File: src/rtl/core/jsu_pkg.sv
package jsu_pkg;

  typedef logic [7:0] byte_t;
  typedef logic [1:0] kind_t;
  typedef logic [3:0] ecode_t;

  localparam kind_t KIND_BYTE = 2'd0;
  localparam kind_t KIND_END  = 2'd1;
  localparam kind_t KIND_ERR  = 2'd2;

  localparam ecode_t ERR_NONE      = 4'd0;
  localparam ecode_t ERR_EXP_QUOTE = 4'd1;
  localparam ecode_t ERR_CTRL_CHAR = 4'd2;
  localparam ecode_t ERR_UNT_ESC   = 4'd3;
  localparam ecode_t ERR_BAD_ESC   = 4'd4;
  localparam ecode_t ERR_UNT_UNI   = 4'd5;
  localparam ecode_t ERR_BAD_HEX   = 4'd6;
  localparam ecode_t ERR_MISS_LO   = 4'd7;
  localparam ecode_t ERR_BAD_LO    = 4'd8;
  localparam ecode_t ERR_UNT_STR   = 4'd9;

  localparam int QDEPTH = 4;
  localparam int QPTR_W = $clog2(QDEPTH);
  localparam int QCNT_W = $clog2(QDEPTH + 1);

  // one input byte's worth of results: up to four bytes, or one end/error result
  typedef struct packed {
    logic [1:0]      cnt_m1;
    logic [3:0][7:0] bytes;
    kind_t           kind;
    ecode_t          code;
  } bundle_t;

  typedef struct packed {
    logic    push;
    bundle_t bnd;
  } q_wr_t;

  typedef struct packed {
    logic    vld;
    bundle_t bnd;
  } q_head_t;

  localparam logic [20:0] CP_1B_MAX = 21'h00007F;
  localparam logic [20:0] CP_2B_MAX = 21'h0007FF;
  localparam logic [20:0] CP_3B_MAX = 21'h00FFFF;

  function automatic bundle_t utf8_enc(input logic [20:0] cp);
    bundle_t b;
    b = '0;
    b.kind = KIND_BYTE;
    b.code = ERR_NONE;
    if (cp <= CP_1B_MAX) begin
      b.cnt_m1   = 2'd0;
      b.bytes[0] = {1'b0, cp[6:0]};
    end else if (cp <= CP_2B_MAX) begin
      b.cnt_m1   = 2'd1;
      b.bytes[0] = {3'b110, cp[10:6]};
      b.bytes[1] = {2'b10, cp[5:0]};
    end else if (cp <= CP_3B_MAX) begin
      b.cnt_m1   = 2'd2;
      b.bytes[0] = {4'b1110, cp[15:12]};
      b.bytes[1] = {2'b10, cp[11:6]};
      b.bytes[2] = {2'b10, cp[5:0]};
    end else begin
      b.cnt_m1   = 2'd3;
      b.bytes[0] = {5'b11110, cp[20:18]};
      b.bytes[1] = {2'b10, cp[17:12]};
      b.bytes[2] = {2'b10, cp[11:6]};
      b.bytes[3] = {2'b10, cp[5:0]};
    end
    return b;
  endfunction

endpackage

File: src/rtl/core/jsu_ifs.sv
interface jsu_in_if;
  logic           valid;
  logic           ready;
  jsu_pkg::byte_t data_byte;
  logic           source_end;

  modport source (output valid, output data_byte, output source_end, input ready);
  modport sink   (input valid, input data_byte, input source_end, output ready);
endinterface

interface jsu_out_if;
  logic            valid;
  logic            ready;
  jsu_pkg::byte_t  out_byte;
  jsu_pkg::kind_t  kind;
  jsu_pkg::ecode_t error_code;
  logic            last;

  modport source (output valid, output out_byte, output kind, output error_code,
                  output last, input ready);
  modport sink   (input valid, input out_byte, input kind, input error_code,
                  input last, output ready);
endinterface

File: src/rtl/core/jsu_front.sv
module jsu_front (
  input  logic           clk,
  input  logic           rst_n,
  jsu_in_if.sink         in_chan,
  input  logic           q_full,
  output jsu_pkg::q_wr_t q_wr
);
  import jsu_pkg::*;

  localparam logic [2:0] M_IDLE    = 3'd0;
  localparam logic [2:0] M_STR     = 3'd1;
  localparam logic [2:0] M_ESC     = 3'd2;
  localparam logic [2:0] M_HEX_HI  = 3'd3;
  localparam logic [2:0] M_NEED_BS = 3'd4;
  localparam logic [2:0] M_NEED_U  = 3'd5;
  localparam logic [2:0] M_HEX_LO  = 3'd6;

  localparam byte_t CH_QUOTE  = 8'h22;
  localparam byte_t CH_BSLASH = 8'h5C;
  localparam byte_t CH_SLASH  = 8'h2F;
  localparam byte_t CH_SPACE  = 8'h20;
  localparam byte_t CH_TAB    = 8'h09;
  localparam byte_t CH_CR     = 8'h0D;
  localparam byte_t CH_LOW_B  = 8'h62;
  localparam byte_t CH_LOW_F  = 8'h66;
  localparam byte_t CH_LOW_N  = 8'h6E;
  localparam byte_t CH_LOW_R  = 8'h72;
  localparam byte_t CH_LOW_T  = 8'h74;
  localparam byte_t CH_LOW_U  = 8'h75;

  localparam logic [15:0] SUR_HI_MIN = 16'hD800;
  localparam logic [15:0] SUR_HI_MAX = 16'hDBFF;
  localparam logic [15:0] SUR_LO_MIN = 16'hDC00;
  localparam logic [15:0] SUR_LO_MAX = 16'hDFFF;
  localparam logic [20:0] SUP_BASE   = 21'h010000;

  // {ok, value}
  function automatic logic [4:0] hex_dec(input byte_t c);
    logic [4:0] r;
    r = '0;
    if (c >= 8'h30 && c <= 8'h39)      r = {1'b1, c[3:0]};
    else if (c >= 8'h61 && c <= 8'h66) r = {1'b1, c[3:0] + 4'd9};
    else if (c >= 8'h41 && c <= 8'h46) r = {1'b1, c[3:0] + 4'd9};
    return r;
  endfunction

  function automatic bundle_t one_byte(input byte_t b);
    bundle_t r;
    r = '0;
    r.kind     = KIND_BYTE;
    r.code     = ERR_NONE;
    r.bytes[0] = b;
    return r;
  endfunction

  logic [2:0]  mode_r, mode_nxt;
  logic [1:0]  cnt_r, cnt_nxt;
  logic [11:0] acc_r, acc_nxt;   // at most three digits are held before the group closes
  logic [9:0]  hs_r, hs_nxt;

  logic        accept;
  byte_t       c;
  logic        src_end;
  logic [4:0]  hx;
  logic [15:0] grp;
  logic [20:0] cp_pair;
  logic        push;
  bundle_t     bnd;
  ecode_t      err;

  assign c       = in_chan.data_byte;
  assign src_end = in_chan.source_end;
  assign in_chan.ready = !q_full;
  assign accept  = in_chan.valid && in_chan.ready;
  assign hx      = hex_dec(c);
  assign grp     = {acc_r, hx[3:0]};
  assign cp_pair = SUP_BASE + {1'b0, hs_r, grp[9:0]};

  always_comb begin
    mode_nxt = mode_r;
    cnt_nxt  = cnt_r;
    acc_nxt  = acc_r;
    hs_nxt   = hs_r;
    push     = 1'b0;
    bnd      = '0;
    err      = ERR_NONE;
    case (mode_r)
      M_STR: begin
        if (src_end) begin
          err = ERR_UNT_STR;
        end else if (c == CH_QUOTE) begin
          push     = 1'b1;
          bnd.kind = KIND_END;
          mode_nxt = M_IDLE;
        end else if (c < CH_SPACE) begin
          err = ERR_CTRL_CHAR;
        end else if (c == CH_BSLASH) begin
          mode_nxt = M_ESC;
        end else begin
          push = 1'b1;
          bnd  = one_byte(c);
        end
      end
      M_ESC: begin
        if (src_end) begin
          err = ERR_UNT_ESC;
        end else begin
          mode_nxt = M_STR;
          case (c)
            CH_QUOTE, CH_BSLASH, CH_SLASH: begin
              push = 1'b1;
              bnd  = one_byte(c);
            end
            CH_LOW_B: begin push = 1'b1; bnd = one_byte(8'h08); end
            CH_LOW_F: begin push = 1'b1; bnd = one_byte(8'h0C); end
            CH_LOW_N: begin push = 1'b1; bnd = one_byte(8'h0A); end
            CH_LOW_R: begin push = 1'b1; bnd = one_byte(8'h0D); end
            CH_LOW_T: begin push = 1'b1; bnd = one_byte(8'h09); end
            CH_LOW_U: begin
              mode_nxt = M_HEX_HI;
              cnt_nxt  = 2'd0;
              acc_nxt  = '0;
            end
            default: err = ERR_BAD_ESC;
          endcase
        end
      end
      M_HEX_HI: begin
        if (src_end) begin
          err = ERR_UNT_UNI;
        end else if (!hx[4]) begin
          err = ERR_BAD_HEX;
        end else if (cnt_r == 2'd3) begin
          cnt_nxt = 2'd0;
          acc_nxt = '0;
          if (grp >= SUR_HI_MIN && grp <= SUR_HI_MAX) begin
            hs_nxt   = grp[9:0];
            mode_nxt = M_NEED_BS;
          end else begin
            push     = 1'b1;
            bnd      = utf8_enc({5'd0, grp});
            mode_nxt = M_STR;
          end
        end else begin
          acc_nxt = {acc_r[7:0], hx[3:0]};
          cnt_nxt = cnt_r + 2'd1;
        end
      end
      M_NEED_BS: begin
        if (src_end || c != CH_BSLASH) err = ERR_MISS_LO;
        else                           mode_nxt = M_NEED_U;
      end
      M_NEED_U: begin
        if (src_end || c != CH_LOW_U) begin
          err = ERR_MISS_LO;
        end else begin
          mode_nxt = M_HEX_LO;
          cnt_nxt  = 2'd0;
          acc_nxt  = '0;
        end
      end
      M_HEX_LO: begin
        if (src_end) begin
          err = ERR_UNT_UNI;
        end else if (!hx[4]) begin
          err = ERR_BAD_HEX;
        end else if (cnt_r == 2'd3) begin
          if (grp < SUR_LO_MIN || grp > SUR_LO_MAX) begin
            err = ERR_BAD_LO;
          end else begin
            push     = 1'b1;
            bnd      = utf8_enc(cp_pair);
            cnt_nxt  = 2'd0;
            acc_nxt  = '0;
            hs_nxt   = '0;
            mode_nxt = M_STR;
          end
        end else begin
          acc_nxt = {acc_r[7:0], hx[3:0]};
          cnt_nxt = cnt_r + 2'd1;
        end
      end
      default: begin
        // idle, and the unused mode code
        if (!src_end && !(c == CH_SPACE || (c >= CH_TAB && c <= CH_CR))) begin
          if (c == CH_QUOTE) begin
            mode_nxt = M_STR;
            cnt_nxt  = 2'd0;
            acc_nxt  = '0;
            hs_nxt   = '0;
          end else begin
            err = ERR_EXP_QUOTE;
          end
        end
      end
    endcase
    if (err != ERR_NONE) begin
      push     = 1'b1;
      bnd      = '0;
      bnd.kind = KIND_ERR;
      bnd.code = err;
      mode_nxt = M_IDLE;
      cnt_nxt  = 2'd0;
      acc_nxt  = '0;
      hs_nxt   = '0;
    end
  end

  always_ff @(posedge clk) begin
    if (!rst_n) begin
      mode_r <= M_IDLE;
      cnt_r  <= 2'd0;
      acc_r  <= '0;
      hs_r   <= '0;
    end else if (accept) begin
      mode_r <= mode_nxt;
      cnt_r  <= cnt_nxt;
      acc_r  <= acc_nxt;
      hs_r   <= hs_nxt;
    end
  end

  assign q_wr.push = accept && push;
  assign q_wr.bnd  = bnd;

  a_hs_only_in_pair: assert property (@(posedge clk) disable iff (!rst_n)
    (hs_r != '0) |-> (mode_r == M_NEED_BS || mode_r == M_NEED_U || mode_r == M_HEX_LO))
    else $error("surrogate bits held outside pair decoding");

  a_cnt_only_in_hex: assert property (@(posedge clk) disable iff (!rst_n)
    (cnt_r != 2'd0) |-> (mode_r == M_HEX_HI || mode_r == M_HEX_LO))
    else $error("hex digit count set outside a hex group");

endmodule

File: src/rtl/core/jsu_queue.sv
module jsu_queue (
  input  logic              clk,
  input  logic              rst_n,
  input  jsu_pkg::q_wr_t    q_wr,
  output logic              q_full,
  output jsu_pkg::q_head_t  q_head,
  input  logic              pop
);
  import jsu_pkg::*;

  bundle_t             mem [QDEPTH];
  logic [QPTR_W-1:0]   wr_ptr_r, wr_ptr_nxt;
  logic [QPTR_W-1:0]   rd_ptr_r, rd_ptr_nxt;
  logic [QCNT_W-1:0]   cnt_r, cnt_nxt;

  assign q_full      = (cnt_r == QCNT_W'(QDEPTH));
  assign q_head.vld  = (cnt_r != '0);
  assign q_head.bnd  = mem[rd_ptr_r];

  always_comb begin
    wr_ptr_nxt = wr_ptr_r + QPTR_W'(q_wr.push);
    rd_ptr_nxt = rd_ptr_r + QPTR_W'(pop);
    cnt_nxt    = cnt_r + QCNT_W'(q_wr.push) - QCNT_W'(pop);
  end

  always_ff @(posedge clk) begin
    if (!rst_n) begin
      wr_ptr_r <= '0;
      rd_ptr_r <= '0;
      cnt_r    <= '0;
    end else begin
      wr_ptr_r <= wr_ptr_nxt;
      rd_ptr_r <= rd_ptr_nxt;
      cnt_r    <= cnt_nxt;
    end
  end

  always_ff @(posedge clk) begin
    if (q_wr.push) begin
      mem[wr_ptr_r] <= q_wr.bnd;
    end
  end

  a_no_overflow: assert property (@(posedge clk) disable iff (!rst_n)
    !(q_wr.push && q_full))
    else $error("push into full queue");

  a_no_underflow: assert property (@(posedge clk) disable iff (!rst_n)
    !(pop && !q_head.vld))
    else $error("pop from empty queue");

  a_cnt_bound: assert property (@(posedge clk) disable iff (!rst_n)
    cnt_r <= QCNT_W'(QDEPTH))
    else $error("queue count out of range");

endmodule

File: src/rtl/core/jsu_back.sv
module jsu_back (
  input  logic              clk,
  input  logic              rst_n,
  input  jsu_pkg::q_head_t  q_head,
  output logic              pop,
  jsu_out_if.source         out_chan
);
  import jsu_pkg::*;

  logic   vld_r, vld_nxt;
  logic   [1:0] idx_r, idx_nxt;
  byte_t  byte_r;
  kind_t  kind_r;
  ecode_t code_r;
  logic   last_r;
  logic   load;
  logic   is_last;

  assign load    = q_head.vld && (!vld_r || out_chan.ready);
  assign is_last = (idx_r == q_head.bnd.cnt_m1);
  assign pop     = load && is_last;

  always_comb begin
    idx_nxt = idx_r;
    vld_nxt = vld_r;
    if (load) begin
      vld_nxt = 1'b1;
      idx_nxt = is_last ? 2'd0 : idx_r + 2'd1;
    end else if (out_chan.ready) begin
      vld_nxt = 1'b0;
    end
  end

  always_ff @(posedge clk) begin
    if (!rst_n) begin
      vld_r <= 1'b0;
      idx_r <= 2'd0;
    end else begin
      vld_r <= vld_nxt;
      idx_r <= idx_nxt;
    end
  end

  always_ff @(posedge clk) begin
    if (load) begin
      byte_r <= q_head.bnd.bytes[idx_r];
      kind_r <= q_head.bnd.kind;
      code_r <= q_head.bnd.code;
      last_r <= is_last;
    end
  end

  assign out_chan.valid      = vld_r;
  assign out_chan.out_byte   = byte_r;
  assign out_chan.kind       = kind_r;
  assign out_chan.error_code = code_r;
  assign out_chan.last       = last_r;

  a_idx_in_bundle: assert property (@(posedge clk) disable iff (!rst_n)
    q_head.vld |-> (idx_r <= q_head.bnd.cnt_m1))
    else $error("result index past end of bundle");

endmodule

File: src/rtl/core/json_string_unescape_utf8_core.sv
// JSON string unescaper to UTF-8.
// in_chan carries one source byte per transfer (data_byte, source_end); out_chan
// carries one result per transfer: a decoded byte, a string-end mark or an error
// code, with last set on the final result caused by an input byte.
// The front decoder takes one input byte per cycle while the queue is not full and
// turns it into a bundle of zero to four results, pushed into a four-entry queue.
// The back stage drains the head bundle one result per cycle into the output
// register while out_chan.ready does not stall it. Each result is written into
// the queue and then loaded into the output register before out_chan offers it.
// Throughput: one input byte per cycle while each byte yields at most one result and
// out_chan.ready stays high; a \u escape closing into two to four UTF-8 bytes drains
// one byte per output transfer, and the queue absorbs such bursts. Input ready is low
// only while the queue is full. When out_chan.ready is held low the output register
// holds its result, the queue fills, and then in_chan.ready drops; nothing is lost.
// Reset (synchronous, rst_n low) returns the decoder to idle, awaiting an opening
// quote, and empties the queue and the output register.
module json_string_unescape_utf8_core (
  input  logic      clk,
  input  logic      rst_n,
  jsu_in_if.sink    in_chan,
  jsu_out_if.source out_chan
);
  import jsu_pkg::*;

  q_wr_t   q_wr;
  q_head_t q_head;
  logic    q_full;
  logic    pop;

  jsu_front u_front (
    .clk     (clk),
    .rst_n   (rst_n),
    .in_chan (in_chan),
    .q_full  (q_full),
    .q_wr    (q_wr)
  );

  jsu_queue u_queue (
    .clk    (clk),
    .rst_n  (rst_n),
    .q_wr   (q_wr),
    .q_full (q_full),
    .q_head (q_head),
    .pop    (pop)
  );

  jsu_back u_back (
    .clk      (clk),
    .rst_n    (rst_n),
    .q_head   (q_head),
    .pop      (pop),
    .out_chan (out_chan)
  );

endmodule

File: src/flat_wrapper.sv
// flat-port wrapper written by rule: the top's interface ports become plain ports
module json_string_unescape_utf8_core_flat import jsu_pkg::*;
  (clk, rst_n, in_chan_valid, in_chan_data_byte, in_chan_source_end, in_chan_ready, out_chan_valid, out_chan_out_byte, out_chan_kind, out_chan_error_code, out_chan_last, out_chan_ready);
  jsu_in_if in_chan_i ();
  jsu_out_if out_chan_i ();
  input  logic clk;
  input  logic rst_n;
  input wire logic [$bits(in_chan_i.valid)-1:0] in_chan_valid;
  input wire logic [$bits(in_chan_i.data_byte)-1:0] in_chan_data_byte;
  input wire logic [$bits(in_chan_i.source_end)-1:0] in_chan_source_end;
  output wire logic [$bits(in_chan_i.ready)-1:0] in_chan_ready;
  output wire logic [$bits(out_chan_i.valid)-1:0] out_chan_valid;
  output wire logic [$bits(out_chan_i.out_byte)-1:0] out_chan_out_byte;
  output wire logic [$bits(out_chan_i.kind)-1:0] out_chan_kind;
  output wire logic [$bits(out_chan_i.error_code)-1:0] out_chan_error_code;
  output wire logic [$bits(out_chan_i.last)-1:0] out_chan_last;
  input wire logic [$bits(out_chan_i.ready)-1:0] out_chan_ready;
  assign in_chan_i.valid = in_chan_valid;
  assign in_chan_i.data_byte = in_chan_data_byte;
  assign in_chan_i.source_end = in_chan_source_end;
  assign in_chan_ready = in_chan_i.ready;
  assign out_chan_valid = out_chan_i.valid;
  assign out_chan_out_byte = out_chan_i.out_byte;
  assign out_chan_kind = out_chan_i.kind;
  assign out_chan_error_code = out_chan_i.error_code;
  assign out_chan_last = out_chan_i.last;
  assign out_chan_i.ready = out_chan_ready;
  json_string_unescape_utf8_core u_core (.clk(clk), .rst_n(rst_n), .in_chan(in_chan_i), .out_chan(out_chan_i));
endmodule
File: config.mk
export PLATFORM = sky130hd
export DESIGN_NAME = json_string_unescape_utf8_core_flat
export DESIGN_NICKNAME = d
export VERILOG_FILES = /design/src/rtl/core/jsu_pkg.sv /design/src/rtl/core/jsu_ifs.sv /design/src/rtl/core/jsu_front.sv /design/src/rtl/core/jsu_queue.sv /design/src/rtl/core/jsu_back.sv /design/src/rtl/core/json_string_unescape_utf8_core.sv /design/src/flat_wrapper.sv
export SDC_FILE = /design/constraint.sdc
export NUM_CORES = 1
export LEC_CHECK = 0
export BUFFER_PORTS_ARGS = -buffer_cell sky130_fd_sc_hd__buf_2
export CAP_MARGIN = 20
export CELL_PAD_IN_SITES_DETAIL_PLACEMENT = 0
export CELL_PAD_IN_SITES_GLOBAL_PLACEMENT = 1
export CORE_ASPECT_RATIO = 0.9
export CORE_MARGIN = 4
export CORE_UTILIZATION = 55
export CTS_CLUSTER_DIAMETER = 200
export CTS_CLUSTER_SIZE = 30
export DETAILED_ROUTE_END_ITERATION = 10
export GPL_TIMING_DRIVEN = 0
export HOLD_SLACK_MARGIN = 0.15
export PLACE_DENSITY_LB_ADDON = 0.1
export SLEW_MARGIN = 20
export SYNTH_ARGS = -nofsm -noshare
export SYNTH_HDL_FRONTEND = slang
export SYNTH_SLANG_ARGS = --single-unit
export TNS_END_PERCENT = 1
File: constraint.sdc
create_clock -name clk -period 15.1 [get_ports clk]
set_clock_uncertainty 0.1 [all_clocks]
set_input_delay 1.51 -clock clk [delete_from_list [all_inputs] [get_ports clk]]
set_output_delay 1.51 -clock clk [all_outputs]
set_load 0.03 [all_outputs]
Word level (Yosys, flattened, before mapping)

Memories as Yosys holds them, arrays and structs flattened. A register that Yosys moved wholly into a read port is not among the register bits.
Index checks and enable logic that the tools add are counted.

Input bits: 13
Word-level logic and storage cells: 252
Memories kept: 1
Memory bits (writable): 160
Output and inout bits: 17
Register bits: 52

Multiplexer cells: 136
$add $sub $neg: 8
$lt $le $gt $ge: 19
Reduce and logical (&&, ||, !) cells: 36
Equality and inequality tests: 39

Memories:

| memory             | depth | width | read ports | clocked after Yosys merged registers in | wr ports | line            | text |
|---|---|---|---|---|---|---|---|
| u_core.u_queue.mem | 4     | 40    | 1          | 1                                       | 1        | jsu_queue.sv:11 | `bundle_t mem [QDEPTH];` |

Operators with widths:

| operator                                              | count |
|---|---|
| two-way mux 40 bit                                    | 11 |
| case mux 40 bit (4 select lines)                      | 1 |
| two-way mux 12 bit                                    | 13 |
| two-way mux 10 bit                                    | 11 |
| case mux 14 bit (6 select lines)                      | 1 |
| two-way mux 3 bit                                     | 24 |
| case mux 12 bit (5 select lines)                      | 1 |
| == test 8 x 7 -> 1 bit, second input constant         | 7 |
| two-way mux 16 bit                                    | 3 |
| two-way mux 2 bit                                     | 23 |
| two-way mux 14 bit                                    | 3 |
| two-way mux 8 bit                                     | 5 |
| != test 3 bit, second input constant                  | 12 |
| two-way mux 34 bit                                    | 1 |
| case mux 10 bit (3 select lines)                      | 1 |
| == test 8 x 6 -> 1 bit, second input constant         | 3 |
| two-way mux 24 bit                                    | 1 |
| two-way mux 4 bit                                     | 6 |
| case mux 4 bit (6 select lines)                       | 1 |
| AND reduction 12 bit                                  | 2 |
| two-way mux 1 bit                                     | 22 |
| two-way mux 22 bit                                    | 1 |
| adder 17 x 20 -> 21 bit, first input constant         | 1 |
| <= comparator 21 x 11 -> 1 bit, second input constant | 1 |
| 49 further kinds                                      | 83 |

Logic depth before layout (Yosys ltp)

Depth after elaboration: 17
Mapped depth: 19
Mapped depth without buffers: 16

Hierarchy

From an unflattened synthesis, not the netlist that was laid out.

Cells, all modules: 737
Area total of the unflattened synthesis: 10351.2 sq um

By module, submodules not included:

| module    | sequential area each (sq um) | times used | area each (sq um) | cells each |
|---|---|---|---|---|
| jsu_queue | 4944.7                       | 1          | 6172.2            | 243 |
| jsu_front | 540.5                        | 1          | 3325.7            | 448 |
| jsu_back  | 510.5                        | 1          | 853.3             | 46 |

Worst setup path after synthesis

Ideal clock, no wire load.

Path kind: input to register
From: input port in_chan_data_byte[0]
To: memory u_core.u_queue.mem[1][0] (netlist bit) (enable)
Library setup time: 0.482 ns
Data required time: 14.518 ns
Stages on the path: 12
Buffers on the path: 3
Data arrival time: 6.193 ns
Slack: 8.325 ns
Cell sequence: buf_6 > inv_1 > ha_1 > nor2b_1 > a31oi_1 > o221ai_1 > buf_2 > o31ai_1 > a2111oi_2 > buf_4 > a41o_1 > nor3b_1

Cells in the longest elaborated chain, start to end: 17

RTL lines:

| element                                                                                           | line              | text |
|---|---|---|
| start, declared                                                                                   | flat_wrapper.sv:9 | `input wire logic [$bits(in_chan_i.data_byte)-1:0] in_chan_data_byte;` |
| greater-or-equal comparator 8 x 7 -> 1 bit / <= comparator 8 x 7 -> 1 bit (equally long branches) | jsu_front.sv:43   | `else if (c >= 8'h41 && c <= 8'h46) r = {1'b1, c[3:0] + 4'd9};` |
| logical AND 1 bit                                                                                 | jsu_front.sv:43   |  |
| two-way mux 5 bit                                                                                 | jsu_front.sv:43   |  |
| two-way mux 5 bit                                                                                 | jsu_front.sv:42   | `else if (c >= 8'h61 && c <= 8'h66) r = {1'b1, c[3:0] + 4'd9};` |
| two-way mux 5 bit                                                                                 | jsu_front.sv:41   | `if (c >= 8'h30 && c <= 8'h39) r = {1'b1, c[3:0]};` |
| less-than comparator 16 bit / greater-than comparator 16 bit (equally long branches)              | jsu_front.sv:168  | `if (grp < SUR_LO_MIN \|\| grp > SUR_LO_MAX) begin` |
| logical OR 1 bit                                                                                  | jsu_front.sv:168  |  |
| two-way mux 4 bit                                                                                 | jsu_front.sv:168  |  |
| two-way mux 4 bit                                                                                 | jsu_front.sv:167  | `end else if (cnt_r == 2'd3) begin` |
| two-way mux 4 bit                                                                                 | jsu_front.sv:165  | `end else if (!hx[4]) begin` |
| two-way mux 4 bit                                                                                 | jsu_front.sv:163  | `if (src_end) begin` |
| case mux 4 bit (6 select lines)                                                                   | jsu_front.sv:87   | `case (mode_r)` |
| nonzero test 4 bit                                                                                | jsu_front.sv:197  | `if (err != ERR_NONE) begin` |
| two-way mux 1 bit (*)                                                                             | jsu_front.sv:197  |  |
| logical AND 1 bit (*)                                                                             | jsu_front.sv:223  | `assign q_wr.push = accept && push;` |
| two-way mux 1 bit (*)                                                                             | jsu_queue.sv:39   | `if (q_wr.push) begin` |
| two-way mux 1 bit (not written as such) (*)                                                       | jsu_queue.sv:40   | `mem[wr_ptr_r] <= q_wr.bnd;` |
| end, declared                                                                                     | jsu_queue.sv:11   |  |

Every way passes the cells marked *; elsewhere a longest branch is shown, timed or not.

Final worst setup path

From: input port in_chan_data_byte[0]
To: register u_core.u_queue.cnt_r[2]

Cells in the longest elaborated chain, start to end: 17

RTL lines:

| element                                                                                           | line             | text |
|---|---|---|
| greater-or-equal comparator 8 x 7 -> 1 bit / <= comparator 8 x 7 -> 1 bit (equally long branches) | jsu_front.sv:43  |  |
| logical AND 1 bit                                                                                 | jsu_front.sv:43  |  |
| two-way mux 5 bit                                                                                 | jsu_front.sv:43  |  |
| two-way mux 5 bit                                                                                 | jsu_front.sv:42  |  |
| two-way mux 5 bit                                                                                 | jsu_front.sv:41  |  |
| less-than comparator 16 bit / greater-than comparator 16 bit (equally long branches)              | jsu_front.sv:168 |  |
| logical OR 1 bit                                                                                  | jsu_front.sv:168 |  |
| two-way mux 4 bit                                                                                 | jsu_front.sv:168 |  |
| two-way mux 4 bit                                                                                 | jsu_front.sv:167 |  |
| two-way mux 4 bit                                                                                 | jsu_front.sv:165 |  |
| two-way mux 4 bit                                                                                 | jsu_front.sv:163 |  |
| case mux 4 bit (6 select lines)                                                                   | jsu_front.sv:87  |  |
| nonzero test 4 bit                                                                                | jsu_front.sv:197 |  |
| two-way mux 1 bit (*)                                                                             | jsu_front.sv:197 |  |
| logical AND 1 bit (*)                                                                             | jsu_front.sv:223 |  |
| adder 3 x 1 -> 3 bit (*)                                                                          | jsu_queue.sv:23  | `cnt_nxt = cnt_r + QCNT_W'(q_wr.push) - QCNT_W'(pop);` |
| subtractor 3 x 1 -> 3 bit (*)                                                                     | jsu_queue.sv:23  |  |
| end signal, assigned                                                                              | jsu_queue.sv:34  | `cnt_r <= cnt_nxt;` |
| end, declared                                                                                     | jsu_queue.sv:14  | `logic [QCNT_W-1:0] cnt_r, cnt_nxt;` |

Marks and branches as above.
A chain may end at the register's enable or synchronous reset.

==> key figures <==
Route
  • DR pass1 iterations: 6
  • Via count: about 6500
  • DRC violation total after the first TritonRoute iteration: around 660
  • DRC viols: 0
  • Via/cell ratio: 6.53
  • Final ANT Viol Nets: 0
  • Routed WL: 24200 um
  • WL/cell: approximately 24 um

Yosys
  • Synthesis-stage register bit count: 196
  • Sequential area share after synthesis: between 50% and 60%
  • YS warnings: 0
  • Synthesized net count: ~730
  • Async S/R FF share, synth: 0%
  • Synth Instances: roughly 700
  • Cell taking the most area after synthesis: edfxtp_1
  • Synth top area cells: edfxtp_1 (50%), mux4_2 (10%), dfxtp_1 (7.8%)
  • Post-synth cell types: 80
  • Number of enable flip-flop cells after synthesis: 159
  • Syn Area/Cell: roughly 13 um^2
  • Post-synth top area share: roughly half
  • Mapped cell area: 9460 um^2
  • Top FF cell, synth: edfxtp_1

Critical path
  • Worst-path fanout max: 10
  • Worst endpoint required time: roughly 15 ns
  • R2R Setup Slk: ~10 ns
  • Top cell by count, worst path: ha_1
  • Arr. time, crit path: 5.90 ns
  • Largest delay contributor family on the critical path: compound AO/OA/AOI/OAI gates
  • Critical Path Max Stage Delay: approximately 0.54 ns
  • WP buf/inv: 5
  • Crit path capture type: register
  • Crit path cell chain: buf_2, buf_6, inv_1, ha_1, nand2_1, nor4_2, mux2i_1, o211ai_1, o211ai_1, a2111oi_2, buf_4, a41o_1, ha_1, inv_1, ha_1, fa_1, xnor2_1, xnor2_1, nor2_1
  • Slowest cell on crit path: a2111oi_2
  • WS Path Type: input port to register
  • Reg2Reg Capture Point: u_core.u_queue.cnt_r[2]$_SDFF_PN0_
  • Crit path launch type: input port
  • Worst R2R Path Depth: 15
  • FF-to-FF Start: u_core.u_front.mode_r[1]$_SDFFE_PN0P_

Timing
  • Endpoints failing setup: 0
  • PnR worst setup slack: roughly 9.4 ns
  • Final Hold Vio Count: 0
  • RSZ-0062 raised after global routing: false
  • Fmax: around 180 MHz
  • Clock period minus worst slack: 5.69 ns
  • Max_slew headroom: 35.2%
  • Setup TNS: 0 ns
  • Max Slew Vio Count: 0
  • Period utilization: a little under two fifths
  • Slew at the pin closest to its max-slew limit: around 0.97 ns
  • Hold slack: roughly 0.4 ns

Clock tree
  • Total clock sinks: around 200
  • H-tree levels: 4
  • Hold buffer count at cts: 0
  • Cts repair resizes: 0
  • Clock-pin transition on the worst setup and hold timing paths: ~0.080 ns
  • Clock Tree Buf Depth: 2
  • Clk root buf: clkbuf_16
  • Post-CTS setup buffers: 0
  • Clock latency on the worst-skew pair: roughly 0.44 ns
  • TritonCTS Buffers: 17
  • CTS tree: yes

Cells and area
  • Finished Cell Area: around 11000 um^2
  • Total of fill cells in the finished design: 1276
  • Multi-input logic area: between 3000 and 4000 um^2
  • Finished Core Util: 63.4%
  • Register area: roughly 5500 um^2
  • Final cell count without fillers: ~1000
  • Nets: between 700 and 800
  • Area Growth Syn to Fin: 13.2%
  • Diode count: 0
  • Share of cells above drive strength 1: 20.7%

Min path
  • HP Class: register to register
  • HP Start: u_core.u_back.out_chan.valid$_SDFFE_PN0P_
  • Hold Crit Depth: 2
  • Worst Hold Endpoint: u_core.u_back.out_chan.valid$_SDFFE_PN0P_

Die
  • Starting Density: 56.0%
  • Core Rows: between 40 and 50
  • Die height: around 130 um
  • Chip width: between 100 and 150 um
  • Core Area: between 15000 and 20000 um^2
  • Die Area: a little under 20000 um^2
  • Io pins: 30

Global routing
  • Number of global-route vias before repair: approximately 6400
  • Largest net degree at the start of global routing: 21
  • M1 GR Usage: 36.9%
  • Met2 usage: ~40%
  • First-pass GRT wire length: around 38000 um
  • Gr busiest metal: met2
  • Met3 Resource Use GR: under 10%
  • All-layer global routing usage: between 20% and 30%
  • Overflow after GRT: 0
  • Antenna violations before repair: 0

Pwr
  • P_leak: roughly 3.6 nW
  • Total power: around 1.4 mW
  • Worst VDD drop: between 0.09 and 0.1 mV
  • Pwr dens: roughly 130 nW/um^2

Place
  • Dpl cells: 963
  • Final HPWL DP: between 15000 and 20000 um
  • Place WS: around 9 ns
  • PortBufs: 27
  • Post-placement cell area: approximately 10000 um^2
  • Gpl congestion: 0.898

Status
  • Status: completed

Run
  • Maxcap violations: 0
-- cell type report --
type	count	share of cell area, %
inverters	19	0.666
clock buffers	18	4.01
repair buffers	45	3.25
plain buffers	44	2.06
flip-flops and latches	196	51.5
well taps	211	2.46
multi-input cells	448	34.4
clock inverters	14	1.71
-- metal layers --
metal	routed length (um)	share of wire, %	vias to the layer above
li1	-	-	2914
met1	10700	44	3278
met2	11600	48	277
met3	1510	6.2	28
met4	393	1.6	0
met5	0	0	-
-- cells in the mapped netlist, drive strengths merged, types with 4 or more instances --
cell	number
edfxtp	159
nand2	66
mux4	42
nor2	40
dfxtp	37
a21oi	25
nand3	23
o21ai	23
buf	22
clkbuf	22
inv	19
mux2i	19
a22o	17
nor3	13
ha	12
and2	11
and3	9
nor2b	8
xnor2	8
a31oi	7
nand4	7
a211oi	6
a22oi	6
nand3b	6
o211ai	6
o21a	6
o221ai	6
a221o	5
or4	5
a2111oi	4
nand2b	4
nor4	4
nor4b	4
o31ai	4
or2	4
or3	4
-- worst register-to-register path, delay by kind of cell (launching register included) --
kind,cells,cell delay [ns]
compound gates,3,1.23
xor+xnor,2,0.31
fa+ha+maj,3,0.96
buf+inv,4,0.86
flops,1,0.31
simple gates,3,0.70
-- report_power, final --
part / internal [mW] / switching, mW
Combinational: 0.136 / 0.190
Clock: 0.240 / 0.218
Sequential: 0.639 / 0.0169
Total: 1.01 / 0.425
-- flip-flops by register name, indices dropped and copies added (netlist names) --
name	cells
u_core.u_back.idx_r	2
u_core.u_back.out_chan.error_code	4
u_core.u_back.out_chan.kind	2
u_core.u_back.out_chan.last	1
u_core.u_back.out_chan.out_byte	8
u_core.u_back.out_chan.valid	1
u_core.u_front.acc_r	12
u_core.u_front.cnt_r	2
u_core.u_front.hs_r	10
u_core.u_front.mode_r	3
u_core.u_queue.cnt_r	3
u_core.u_queue.mem	144
u_core.u_queue.rd_ptr_r	2
u_core.u_queue.wr_ptr_r	2
-- worst max path at each step --
| stage | startpoint | endpoint | slack, ns | cells past startpoint |
|---|---|---|---|---|
| after floorplan | in_chan_data_byte[0] | u_core.u_queue.mem[1][0]$_DFFE_PP_ | 8.33 | 12 |
| after global placement | in_chan_data_byte[0] | u_core.u_queue.mem[2][15]$_DFFE_PP_ | 5.48 | 13 |
| after detailed placement | in_chan_data_byte[0] | u_core.u_queue.cnt_r[2]$_SDFF_PN0_ | 8.98 | 19 |
| after CTS | in_chan_data_byte[0] | u_core.u_queue.cnt_r[2]$_SDFF_PN0_ | 9.43 | 19 |
| after global routing | in_chan_data_byte[0] | u_core.u_queue.cnt_r[2]$_SDFF_PN0_ | 9.08 | 19 |
| final | in_chan_data_byte[0] | u_core.u_queue.cnt_r[2]$_SDFF_PN0_ | 9.41 | 19 |
-- cells by family after synthesis --
family / count (synthesis) / synth area share (%)
AND/OR/NAND/NOR: 220 / 12.3
flip-flops: 196 / 58.3
AO/OA/AOI/OAI: 143 / 11.4
multiplexers: 64 / 12.4
buffers and inverters: 63 / 3.08
adder cells (fa/ha/maj): 13 / 1.80
XOR/XNOR: 8 / 0.741
-- cell usage in the layout, fill, tap and decap left out, types with 14 or more instances in the layout --
master / synthesis / routed
a21oi_1: 24 / 23
a22o_1: 17 / 17
buf_2: 8 / 35
buf_6: 4 / 14
clkbuf_1: 22 / 23
clkbuf_16: 0 / 17
dfxtp_1: 37 / 37
edfxtp_1: 159 / 159
inv_1: 19 / 19
mux2i_1: 19 / 19
mux4_2: 42 / 42
nand2_1: 66 / 66
nand3_1: 23 / 23
nor2_1: 40 / 39
o21ai_0: 22 / 22
Power figures use the tool's default switching activity.
